==> src/rtl/core/pfc_pkg.sv <==
// ----------------------------------------------------------------------------
// pfc_pkg
// Shared types, letter codes and square arithmetic for the Playfair core.
// ----------------------------------------------------------------------------
package pfc_pkg;

    localparam int LETTER_W  = 5;
    localparam int SLOT_W    = 5;
    localparam int SQ_SIDE   = 5;
    localparam int SQ_CELLS  = SQ_SIDE * SQ_SIDE;

    localparam logic [LETTER_W-1:0] LETTER_I      = 5'd8;
    localparam logic [LETTER_W-1:0] LETTER_J      = 5'd9;
    localparam logic [LETTER_W-1:0] LETTER_X      = 5'd23;
    localparam logic [LETTER_W-1:0] LETTER_Z      = 5'd25;
    localparam logic [SLOT_W-1:0]   FULL_COUNT    = SLOT_W'(SQ_CELLS);
    localparam logic [LETTER_W-1:0] FILLER_RESET  = LETTER_X;

    typedef enum logic [2:0] {
        OP_CLEAR    = 3'd0,
        OP_KEY      = 3'd1,
        OP_COMPLETE = 3'd2,
        OP_ENCRYPT  = 3'd3,
        OP_DECRYPT  = 3'd4
    } op_t;

    // one letter placed into the square
    typedef struct packed {
        logic                valid;
        logic [SLOT_W-1:0]   slot;
        logic [LETTER_W-1:0] letter;
    } sq_write_t;

    // pair to transform
    typedef struct packed {
        logic                valid;
        logic                decrypt;
        logic [LETTER_W-1:0] first;
        logic [LETTER_W-1:0] second;
    } sq_req_t;

    typedef struct packed {
        logic                valid;
        logic [LETTER_W-1:0] first;
        logic [LETTER_W-1:0] second;
    } sq_res_t;

    // slot / 5 for slots 0..24: (slot * 13) >> 6
    function automatic logic [2:0] slot_row(input logic [SLOT_W-1:0] slot);
        logic [8:0] prod;
        prod = {4'b0, slot} * 9'd13;
        return prod[8:6];
    endfunction

    function automatic logic [2:0] slot_col(input logic [SLOT_W-1:0] slot);
        logic [2:0]        row;
        logic [SLOT_W-1:0] diff;
        row  = slot_row(slot);
        diff = slot - {row, 2'b00} - {2'b00, row};
        return diff[2:0];
    endfunction

    function automatic logic [2:0] step_mod5(input logic [2:0] v, input logic down);
        logic [2:0] r;
        if (down)
        begin
            r = (v == 3'd0) ? 3'd4 : v - 3'd1;
        end
        else
        begin
            r = (v == 3'd4) ? 3'd0 : v + 3'd1;
        end
        return r;
    endfunction

    function automatic logic [SLOT_W-1:0] slot_of(input logic [2:0] row,
                                                  input logic [2:0] col);
        return {row, 2'b00} + {2'b00, row} + {2'b00, col};
    endfunction

endpackage

==> src/rtl/core/pfc_square.sv <==
// ----------------------------------------------------------------------------
// pfc_square
// Key square and letter-position memories with a two-read lookup pipeline:
// positions are read first, then the two output letters of the square.
// ----------------------------------------------------------------------------
module pfc_square
    import pfc_pkg::*;
(
    input  logic      clk,
    input  logic      rst_n,
    input  sq_write_t wr,
    input  sq_req_t   req,
    output sq_res_t   res
);

    logic [LETTER_W-1:0] sq_mem  [SQ_CELLS];
    logic [SLOT_W-1:0]   pos_mem [LETTER_Z + 1];

    logic [SLOT_W-1:0]   pos_a_reg;
    logic [SLOT_W-1:0]   pos_b_reg;
    logic                dec_reg;
    logic                s1_valid_reg;
    logic                s2_valid_reg;
    logic [LETTER_W-1:0] out_a_reg;
    logic [LETTER_W-1:0] out_b_reg;

    logic [2:0]          r1, c1, r2, c2;
    logic [2:0]          r1_n, c1_n, r2_n, c2_n;
    logic [SLOT_W-1:0]   addr_a, addr_b;

    always_ff @(posedge clk)
    begin
        if (wr.valid)
        begin
            sq_mem[wr.slot]    <= wr.letter;
            pos_mem[wr.letter] <= wr.slot;
        end
    end

    // stage 1: slot of each letter
    always_ff @(posedge clk)
    begin
        if (req.valid)
        begin
            pos_a_reg <= pos_mem[req.first];
            pos_b_reg <= pos_mem[req.second];
            dec_reg   <= req.decrypt;
        end
    end

    always_comb
    begin
        r1 = slot_row(pos_a_reg);
        c1 = slot_col(pos_a_reg);
        r2 = slot_row(pos_b_reg);
        c2 = slot_col(pos_b_reg);
        priority if (r1 == r2)
        begin
            r1_n = r1;
            r2_n = r2;
            c1_n = step_mod5(c1, dec_reg);
            c2_n = step_mod5(c2, dec_reg);
        end
        else if (c1 == c2)
        begin
            r1_n = step_mod5(r1, dec_reg);
            r2_n = step_mod5(r2, dec_reg);
            c1_n = c1;
            c2_n = c2;
        end
        else
        begin
            r1_n = r1;
            r2_n = r2;
            c1_n = c2;
            c2_n = c1;
        end
        addr_a = slot_of(r1_n, c1_n);
        addr_b = slot_of(r2_n, c2_n);
    end

    // stage 2: letters of the transformed pair; held until the next lookup
    always_ff @(posedge clk)
    begin
        if (s1_valid_reg)
        begin
            out_a_reg <= sq_mem[addr_a];
            out_b_reg <= sq_mem[addr_b];
        end
    end

    always_ff @(posedge clk or negedge rst_n)
    begin
        if (!rst_n)
        begin
            s1_valid_reg <= 1'b0;
            s2_valid_reg <= 1'b0;
        end
        else
        begin
            s1_valid_reg <= req.valid;
            s2_valid_reg <= s1_valid_reg;
        end
    end

    assign res.valid  = s2_valid_reg;
    assign res.first  = out_a_reg;
    assign res.second = out_b_reg;

endmodule

==> src/rtl/core/playfair_digraph_cipher_core.sv <==
// ----------------------------------------------------------------------------
// playfair_digraph_cipher_core
// Playfair cipher on letter indices with streaming input, output and a
// filler-letter register.
// ----------------------------------------------------------------------------
// Clear and key-letter beats leave tready high. Complete-key walks
// over the 26 letters, one per cycle, filling the square, with tready
// low. A text letter that only becomes pending leaves tready high. A
// letter that produces a pair holds tready low for the chained
// position read and square read of the key memories. The result then
// sits in the output register while the next beat is taken. An unpaired
// final ciphertext letter skips the square reads. A result that finds
// the output register still busy holds the input until the register
// frees up. Encrypt pads doubled letters and odd tails with the filler;
// decrypt flags an unpaired final letter with tuser set and zero data.
// Text is ignored until the square is complete.
// ----------------------------------------------------------------------------
module playfair_digraph_cipher_core
    import pfc_pkg::*;
(
    input  logic        clk,
    input  logic        rst_n,

    input  logic        s_axis_tvalid,
    output logic        s_axis_tready,
    input  logic [7:0]  s_axis_tdata,   // [4:0] letter, [7:5] zero
    input  logic [2:0]  s_axis_tuser,   // [2:0] operation
    input  logic        s_axis_tlast,   // last_letter

    output logic        m_axis_tvalid,
    input  logic        m_axis_tready,
    output logic [15:0] m_axis_tdata,   // [4:0] first_out, [9:5] second_out, [15:10] zero
    output logic [0:0]  m_axis_tuser,   // [0] status
    output logic        m_axis_tlast,   // last_of_run

    input  logic        cfg_valid,
    output logic        cfg_ready,
    input  logic [4:0]  cfg_data        // filler_letter
);

    typedef enum logic [3:0] {
        ST_IDLE = 4'b0001,
        ST_FILL = 4'b0010,
        ST_LOOK = 4'b0100,
        ST_HOLD = 4'b1000
    } state_t;

    state_t              state_reg, state_next;
    logic [LETTER_W-1:0] filler_reg;
    logic [LETTER_Z:0]   used_reg, used_next;
    logic [SLOT_W-1:0]   fill_count_reg, fill_count_next;
    logic [LETTER_W-1:0] walk_reg, walk_next;
    logic                pend_valid_reg, pend_valid_next;
    logic [LETTER_W-1:0] pend_letter_reg, pend_letter_next;
    logic                res_twice_reg, res_twice_next;
    logic                res_status_reg, res_status_next;

    logic                out_valid_reg;
    logic                out_last_reg;
    logic [LETTER_W-1:0] out_a_reg;
    logic [LETTER_W-1:0] out_b_reg;
    logic                out_status_reg;

    logic                accept;
    op_t                 op;
    logic [LETTER_W-1:0] in_letter;
    logic [LETTER_W-1:0] txt_letter;
    logic [LETTER_W-1:0] fill_letter;
    logic [LETTER_W-1:0] place_letter;
    logic                place_try;
    logic                text_ok;
    logic                out_free;
    logic                load;
    sq_write_t           sq_wr;
    sq_req_t             sq_req;
    sq_res_t             sq_res;

    assign cfg_ready     = 1'b1;
    assign s_axis_tready = (state_reg == ST_IDLE);
    assign accept        = s_axis_tvalid && s_axis_tready;
    assign op            = op_t'(s_axis_tuser);
    assign in_letter     = s_axis_tdata[LETTER_W-1:0];

    assign txt_letter  = (in_letter == LETTER_J) ? LETTER_I : in_letter;
    always_comb
    begin
        if (filler_reg > LETTER_Z)
        begin
            fill_letter = LETTER_Z;
        end
        else if (filler_reg == LETTER_J)
        begin
            fill_letter = LETTER_I;
        end
        else
        begin
            fill_letter = filler_reg;
        end
    end

    assign text_ok = (fill_count_reg == FULL_COUNT) && (in_letter <= LETTER_Z);

    // placement shared by key letters and the completion walk
    assign place_letter = (state_reg == ST_FILL) ? walk_reg : in_letter;
    assign place_try    = (state_reg == ST_FILL) || (accept && op == OP_KEY);

    always_comb
    begin
        sq_wr.valid  = place_try && (place_letter <= LETTER_Z)
                       && (place_letter != LETTER_J) && !used_reg[place_letter]
                       && (fill_count_reg < FULL_COUNT);
        sq_wr.slot   = fill_count_reg;
        sq_wr.letter = place_letter;
    end

    assign out_free = !out_valid_reg || (m_axis_tready && out_last_reg);

    always_comb
    begin
        state_next       = state_reg;
        used_next        = used_reg;
        fill_count_next  = fill_count_reg;
        walk_next        = walk_reg;
        pend_valid_next  = pend_valid_reg;
        pend_letter_next = pend_letter_reg;
        res_twice_next   = res_twice_reg;
        res_status_next  = res_status_reg;
        load             = 1'b0;
        sq_req.valid     = 1'b0;
        sq_req.decrypt   = (op == OP_DECRYPT);
        sq_req.first     = pend_letter_reg;
        sq_req.second    = txt_letter;

        if (sq_wr.valid)
        begin
            used_next[place_letter] = 1'b1;
            fill_count_next         = fill_count_reg + SLOT_W'(1);
        end

        unique case (state_reg)
            ST_IDLE:
            begin
                if (accept)
                begin
                    unique case (op)
                        OP_CLEAR:
                        begin
                            used_next       = '0;
                            fill_count_next = '0;
                            pend_valid_next = 1'b0;
                        end
                        OP_KEY:
                        begin
                        end
                        OP_COMPLETE:
                        begin
                            walk_next  = '0;
                            state_next = ST_FILL;
                        end
                        OP_ENCRYPT:
                        begin
                            if (text_ok)
                            begin
                                res_status_next = 1'b0;
                                if (pend_valid_reg && pend_letter_reg != txt_letter)
                                begin
                                    sq_req.valid    = 1'b1;
                                    res_twice_next  = 1'b0;
                                    pend_valid_next = 1'b0;
                                    state_next      = ST_LOOK;
                                end
                                else if (pend_valid_reg)
                                begin
                                    // doubled letter: pair with filler, keep pending unless last
                                    sq_req.valid    = 1'b1;
                                    sq_req.second   = fill_letter;
                                    res_twice_next  = s_axis_tlast;
                                    pend_valid_next = !s_axis_tlast;
                                    state_next      = ST_LOOK;
                                end
                                else if (s_axis_tlast)
                                begin
                                    sq_req.valid   = 1'b1;
                                    sq_req.first   = txt_letter;
                                    sq_req.second  = fill_letter;
                                    res_twice_next = 1'b0;
                                    state_next     = ST_LOOK;
                                end
                                else
                                begin
                                    pend_valid_next  = 1'b1;
                                    pend_letter_next = txt_letter;
                                end
                            end
                        end
                        OP_DECRYPT:
                        begin
                            if (text_ok)
                            begin
                                res_twice_next = 1'b0;
                                if (pend_valid_reg)
                                begin
                                    sq_req.valid    = 1'b1;
                                    res_status_next = 1'b0;
                                    pend_valid_next = 1'b0;
                                    state_next      = ST_LOOK;
                                end
                                else if (s_axis_tlast)
                                begin
                                    res_status_next = 1'b1;
                                    state_next      = ST_HOLD;
                                end
                                else
                                begin
                                    pend_valid_next  = 1'b1;
                                    pend_letter_next = txt_letter;
                                end
                            end
                        end
                        default:
                        begin
                        end
                    endcase
                end
            end
            ST_FILL:
            begin
                walk_next = walk_reg + LETTER_W'(1);
                if (walk_reg == LETTER_Z)
                begin
                    state_next = ST_IDLE;
                end
            end
            ST_LOOK:
            begin
                if (sq_res.valid)
                begin
                    if (out_free)
                    begin
                        load       = 1'b1;
                        state_next = ST_IDLE;
                    end
                    else
                    begin
                        state_next = ST_HOLD;
                    end
                end
            end
            ST_HOLD:
            begin
                if (out_free)
                begin
                    load       = 1'b1;
                    state_next = ST_IDLE;
                end
            end
            default:
            begin
                state_next = ST_IDLE;
            end
        endcase
    end

    always_ff @(posedge clk or negedge rst_n)
    begin
        if (!rst_n)
        begin
            state_reg       <= ST_IDLE;
            filler_reg      <= FILLER_RESET;
            used_reg        <= '0;
            fill_count_reg  <= '0;
            walk_reg        <= '0;
            pend_valid_reg  <= 1'b0;
            pend_letter_reg <= '0;
            res_twice_reg   <= 1'b0;
            res_status_reg  <= 1'b0;
            out_valid_reg   <= 1'b0;
            out_last_reg    <= 1'b0;
        end
        else
        begin
            state_reg       <= state_next;
            used_reg        <= used_next;
            fill_count_reg  <= fill_count_next;
            walk_reg        <= walk_next;
            pend_valid_reg  <= pend_valid_next;
            pend_letter_reg <= pend_letter_next;
            res_twice_reg   <= res_twice_next;
            res_status_reg  <= res_status_next;
            if (cfg_valid && cfg_ready)
            begin
                filler_reg <= cfg_data;
            end
            // a doubled-letter tail repeats the same pair as a second beat
            if (load)
            begin
                out_valid_reg <= 1'b1;
                out_last_reg  <= !res_twice_reg;
            end
            else if (out_valid_reg && m_axis_tready)
            begin
                if (out_last_reg)
                begin
                    out_valid_reg <= 1'b0;
                end
                else
                begin
                    out_last_reg <= 1'b1;
                end
            end
        end
    end

    always_ff @(posedge clk)
    begin
        if (load)
        begin
            out_a_reg      <= res_status_reg ? '0 : sq_res.first;
            out_b_reg      <= res_status_reg ? '0 : sq_res.second;
            out_status_reg <= res_status_reg;
        end
    end

    pfc_square u_square
    (
        .clk   (clk),
        .rst_n (rst_n),
        .wr    (sq_wr),
        .req   (sq_req),
        .res   (sq_res)
    );

    assign m_axis_tvalid = out_valid_reg;
    assign m_axis_tdata  = {6'b0, out_b_reg, out_a_reg};
    assign m_axis_tuser  = out_status_reg;
    assign m_axis_tlast  = out_last_reg;

    a_res_in_look: assert property (@(posedge clk) disable iff (!rst_n)
        sq_res.valid |-> state_reg == ST_LOOK)
        else $error("square result outside lookup");

    a_fill_bound: assert property (@(posedge clk) disable iff (!rst_n)
        fill_count_reg <= FULL_COUNT)
        else $error("fill count past square size");

    a_repeat_beat: assert property (@(posedge clk) disable iff (!rst_n)
        m_axis_tvalid && m_axis_tready && !m_axis_tlast
        |=> m_axis_tvalid && m_axis_tlast && $stable(m_axis_tdata))
        else $error("second beat of doubled tail missing");

    a_status_zero: assert property (@(posedge clk) disable iff (!rst_n)
        m_axis_tvalid && m_axis_tuser[0] |-> m_axis_tdata == 16'd0 && m_axis_tlast)
        else $error("status beat carries data");

endmodule

==> config.mk <==
export PLATFORM = sky130hd
export DESIGN_NAME = playfair_digraph_cipher_core
export DESIGN_NICKNAME = d
export VERILOG_FILES = /design/src/rtl/core/pfc_pkg.sv /design/src/rtl/core/pfc_square.sv /design/src/rtl/core/playfair_digraph_cipher_core.sv
export SDC_FILE = /design/constraint.sdc
export NUM_CORES = 1
export LEC_CHECK = 0
export BUFFER_PORTS_ARGS = -buffer_cell sky130_fd_sc_hd__buf_2
export CORE_ASPECT_RATIO = 0.7
export CORE_UTILIZATION = 55
export CTS_CLUSTER_SIZE = 20
export DETAILED_ROUTE_END_ITERATION = 7
export PLACE_DENSITY = 0.72
export RECOVER_POWER = 50
export SETUP_SLACK_MARGIN = 0.5
export SLEW_MARGIN = 15
export SYNTH_ARGS = -nofsm -noshare
export SYNTH_HDL_FRONTEND = slang
export SYNTH_SLANG_ARGS = --single-unit
==> constraint.sdc <==
create_clock -name clk -period 16.6 [get_ports clk]
set_clock_uncertainty 0.05 [all_clocks]
set_input_delay 1.66 -clock clk [delete_from_list [all_inputs] [get_ports clk]]
set_output_delay 1.66 -clock clk [all_outputs]
set_load 0.005 [all_outputs]
==> results.toml <==
[timing]
setup_viol = 0
timing.final.crit_period_ps = 8560
hold_viol = 0
period_share_pct = 51.6
tns_ps = 0
max_freq_mhz = 117
slew_headroom_pct = -112
worstMarginPinSlew_ps = 3180
rsz0062_at_grt = "no"
slew_viol_final = 199

[synthesis]
synth-edff-count = 287
synth_area_um2 = 18500
yosysUniqueCellTypes = 84
synth_area_leaders = "edfxtp_1 (47%), mux4_2 (10%), dfrtp_1 (6.9%), mux2i_1 (4.9%), ha_1 (4.1%)"
async_flop_share_pct = 16.3
synth_cells = 1367
yosysWarnings = 0
synth_area_leader_cell = "edfxtp_1"
synth_area_per_cell_um2 = 13.5
ys_seq_elements = 343
synth_top_area_share_pct = 46.7
yosys_most_used_dff = "edfxtp_1"
ys_seq_area_share_pct = 54.3

[route]
dr_wl_met2_um = 18800
viasPerCell = 6.56
dr.max_layer_used = "met4"
remaining_drc_errors = 0
antenna_left = 0
wl_um = 46100
drt_iter0_drc = 1566
wl_met1_um = 20400
routedWlPerCell_um = 25.0
vias = 12100
wl_met3_um = 6000
dr.pass1.iters = 5

[layout]
largest_reg_flops = 130
final_cell_mix = "edfxtp_1 (287), nand2_1 (121), nor2_1 (105), mux2i_1 (89), mux4_2 (86)"
fillers = 2409
area_growth_pct = 8.66
final_util_pct = 61.4
drive_gt1_share_pct = 16.4
diodes = 0
final_common_cell = "edfxtp_1"
fin_nets = 1484

[place]
port-buffer-count = 32
hpwl_um = 32000
gp_congestion = 0.973

[pwr]
sequentialPowerShare_pct = 52.1
switchingPower_uw = 506
pwr-share-comb_pct = 10.2
peakVddDrop_mv = 0.0758
leakage_nw = 7.36
power_density_nw_per_um2 = 100
p_clk_share_pct = 37.7
switching_share_pct = 25.2
internal_power_mw = 1.50

[global_route]
grt_pass1_wl_um = 69800
grt_usage_pct = 27.2
grt-ovfl-total = 0
grt_max_degree = 61
antenna_found_initial = 0
grt_pass1_vias = 11600

[setup_path]
critical_path.max_stage_delay_ps = 880
cp-end-kind = "flip-flop"
crit_path_start_kind = "flip-flop"
crit_required_ps = 16810
critPathMaxFanout = 15
regToRegSetupSlack_ps = 8040
reg2reg_to = "u_square.out_a_reg[2]"
r2r_cells = 27
cp_data_arrival_time_ps = 8770
r2r-start = "u_square.pos_b_reg[1]"
slowest_stage = "xor2_1"
crit_type = "flip-flop to flip-flop"

[hold_path]
min_from = "res_twice_reg"
min_path_cells = 1
min_path_type = "flip-flop to flip-flop"
hold_path_end = "m_axis_tlast"

[cts]
root_buffer = "clkbuf_16"
worstSkewPairLatency_ps = 520
cts_buffer_depth = 3
cts_tree = "done"
clock_sinks = 343
cts.clk_slew.worst_paths_ps = 60
cts_resized = 0
cts_max_level = 2
post_cts_buffers = 0
cts_hold_buffers = 0
cts_buffers = 35

[floorplan]
fp.dieArea_um2 = 34300
rows = 55
die_w_um = 221
start_util_pct = 56.5
core-area_um2 = 32700
die_y_um = 155
ioPinCount = 43

[run_status]
outcome = "finished, violations left"
violations = "max-capacitance violations, max-slew violations"

[flow_run]
max-cap-violations = 5
## worst max-delay path: cells and delay by family, from the launching register on
kind | cells | cell delay (ps)
XOR/XNOR | 6 | 2020
AO/OA/AOI/OAI | 2 | 540
flip-flops | 1 | 510
AND/OR/NAND/NOR | 5 | 1290
multiplexers | 2 | 540
buffers and inverters | 4 | 380
adder cells (fa/ha/maj) | 8 | 2960
## layer usage
layer  vias to the layer above  global-route usage [%]
li1                       5307                       -
met1                      6044                    42.0
met2                       697                    37.7
met3                        76                    8.29
met4                         0                    5.49
met5                         -                       0
## worst max path at each step
| stage | start | end | cells after the start | slack (ps) |
|---|---|---|---|---|
| 6_report | u_square.pos_b_reg[1] | u_square.out_a_reg[2] | 27 | 8040 |
| 5_1_grt | u_square.pos_b_reg[1] | u_square.out_a_reg[4] | 27 | 7520 |
| 4_1_cts | u_square.pos_b_reg[1] | u_square.out_a_reg[2] | 27 | 8100 |
| 3_5_place_dp | u_square.pos_b_reg[1] | u_square.out_a_reg[2] | 27 | 8120 |
| 3_3_place_gp | u_square.pos_b_reg[1] | u_square.out_a_reg[2] | 27 | 8240 |
| 2_1_floorplan | u_square.pos_b_reg[1] | u_square.out_a_reg[2] | 29 | 9240 |
## through the flow
step                area, um^2  total power, mW  hold WS, ps  cells  setup slack [ps]
floorplan                18500             1.18          370   1377              9240
global placement         19000             1.25          410   1784              8240
detailed placement       19000             1.26          419   1784              8120
CTS                      20100             2.01          427   1847              8100
global route             20100             2.07          445   1847              7520
finish                   20100             2.01          421   1847              8040
## Yosys cell counts (all sizes together), types with 7 or more instances
cell type / number
xor2: 7
a22oi: 14
xnor2: 21
inv: 48
mux2i: 92
o21ai: 29
a31oi: 21
ha: 60
a21oi: 28
and2: 23
nand2: 121
nor2b: 24
o21a: 27
mux2: 32
nand4: 12
and3: 10
a211oi: 38
edfxtp: 287
mux4: 86
buf: 34
fa: 8
nand2b: 7
clkbuf: 35
nand3: 41
a221oi: 8
dfrtp: 51
or3: 7
nor2: 107
nor3: 10
## cells by family (layout without fill, tap and decap cells)
kind of cell | after synthesis | count (layout) | share of synthesized area [%]
AO/OA/AOI/OAI | 214 | 214 | 8.34
XOR/XNOR | 31 | 31 | 1.74
adder cells (fa/ha/maj) | 68 | 68 | 4.93
buffers and inverters | 117 | 160 | 2.97
flip-flops | 343 | 343 | 54.3
multiplexers | 210 | 210 | 17.6
other | 2 | 12 | 0.0407
AND/OR/NAND/NOR | 382 | 382 | 10.0
## layout make-up
type / instances / area (um^2) / share of cell area, %
sequential: 343 / 10000 / 50.0
multi-input combinational: 917 / 7960 / 39.7
clock buffer: 46 / 1010 / 5.03
tap: 427 / 534 / 2.66
timing repair buffer: 49 / 253 / 1.26
inverter: 48 / 183 / 0.911
clock inverter: 17 / 88.8 / 0.443
## power groups by stage
stage	Sequential [mW]	Clock (mW)	Combinational, mW
floorplan	1.06	0	0.127
global placement	1.06	0	0.197
detailed placement	1.06	0	0.204
CTS	1.04	0.765	0.204
global route	1.05	0.794	0.222
finish	1.05	0.758	0.205
Note: power is estimated with default switching activity, not from simulation.
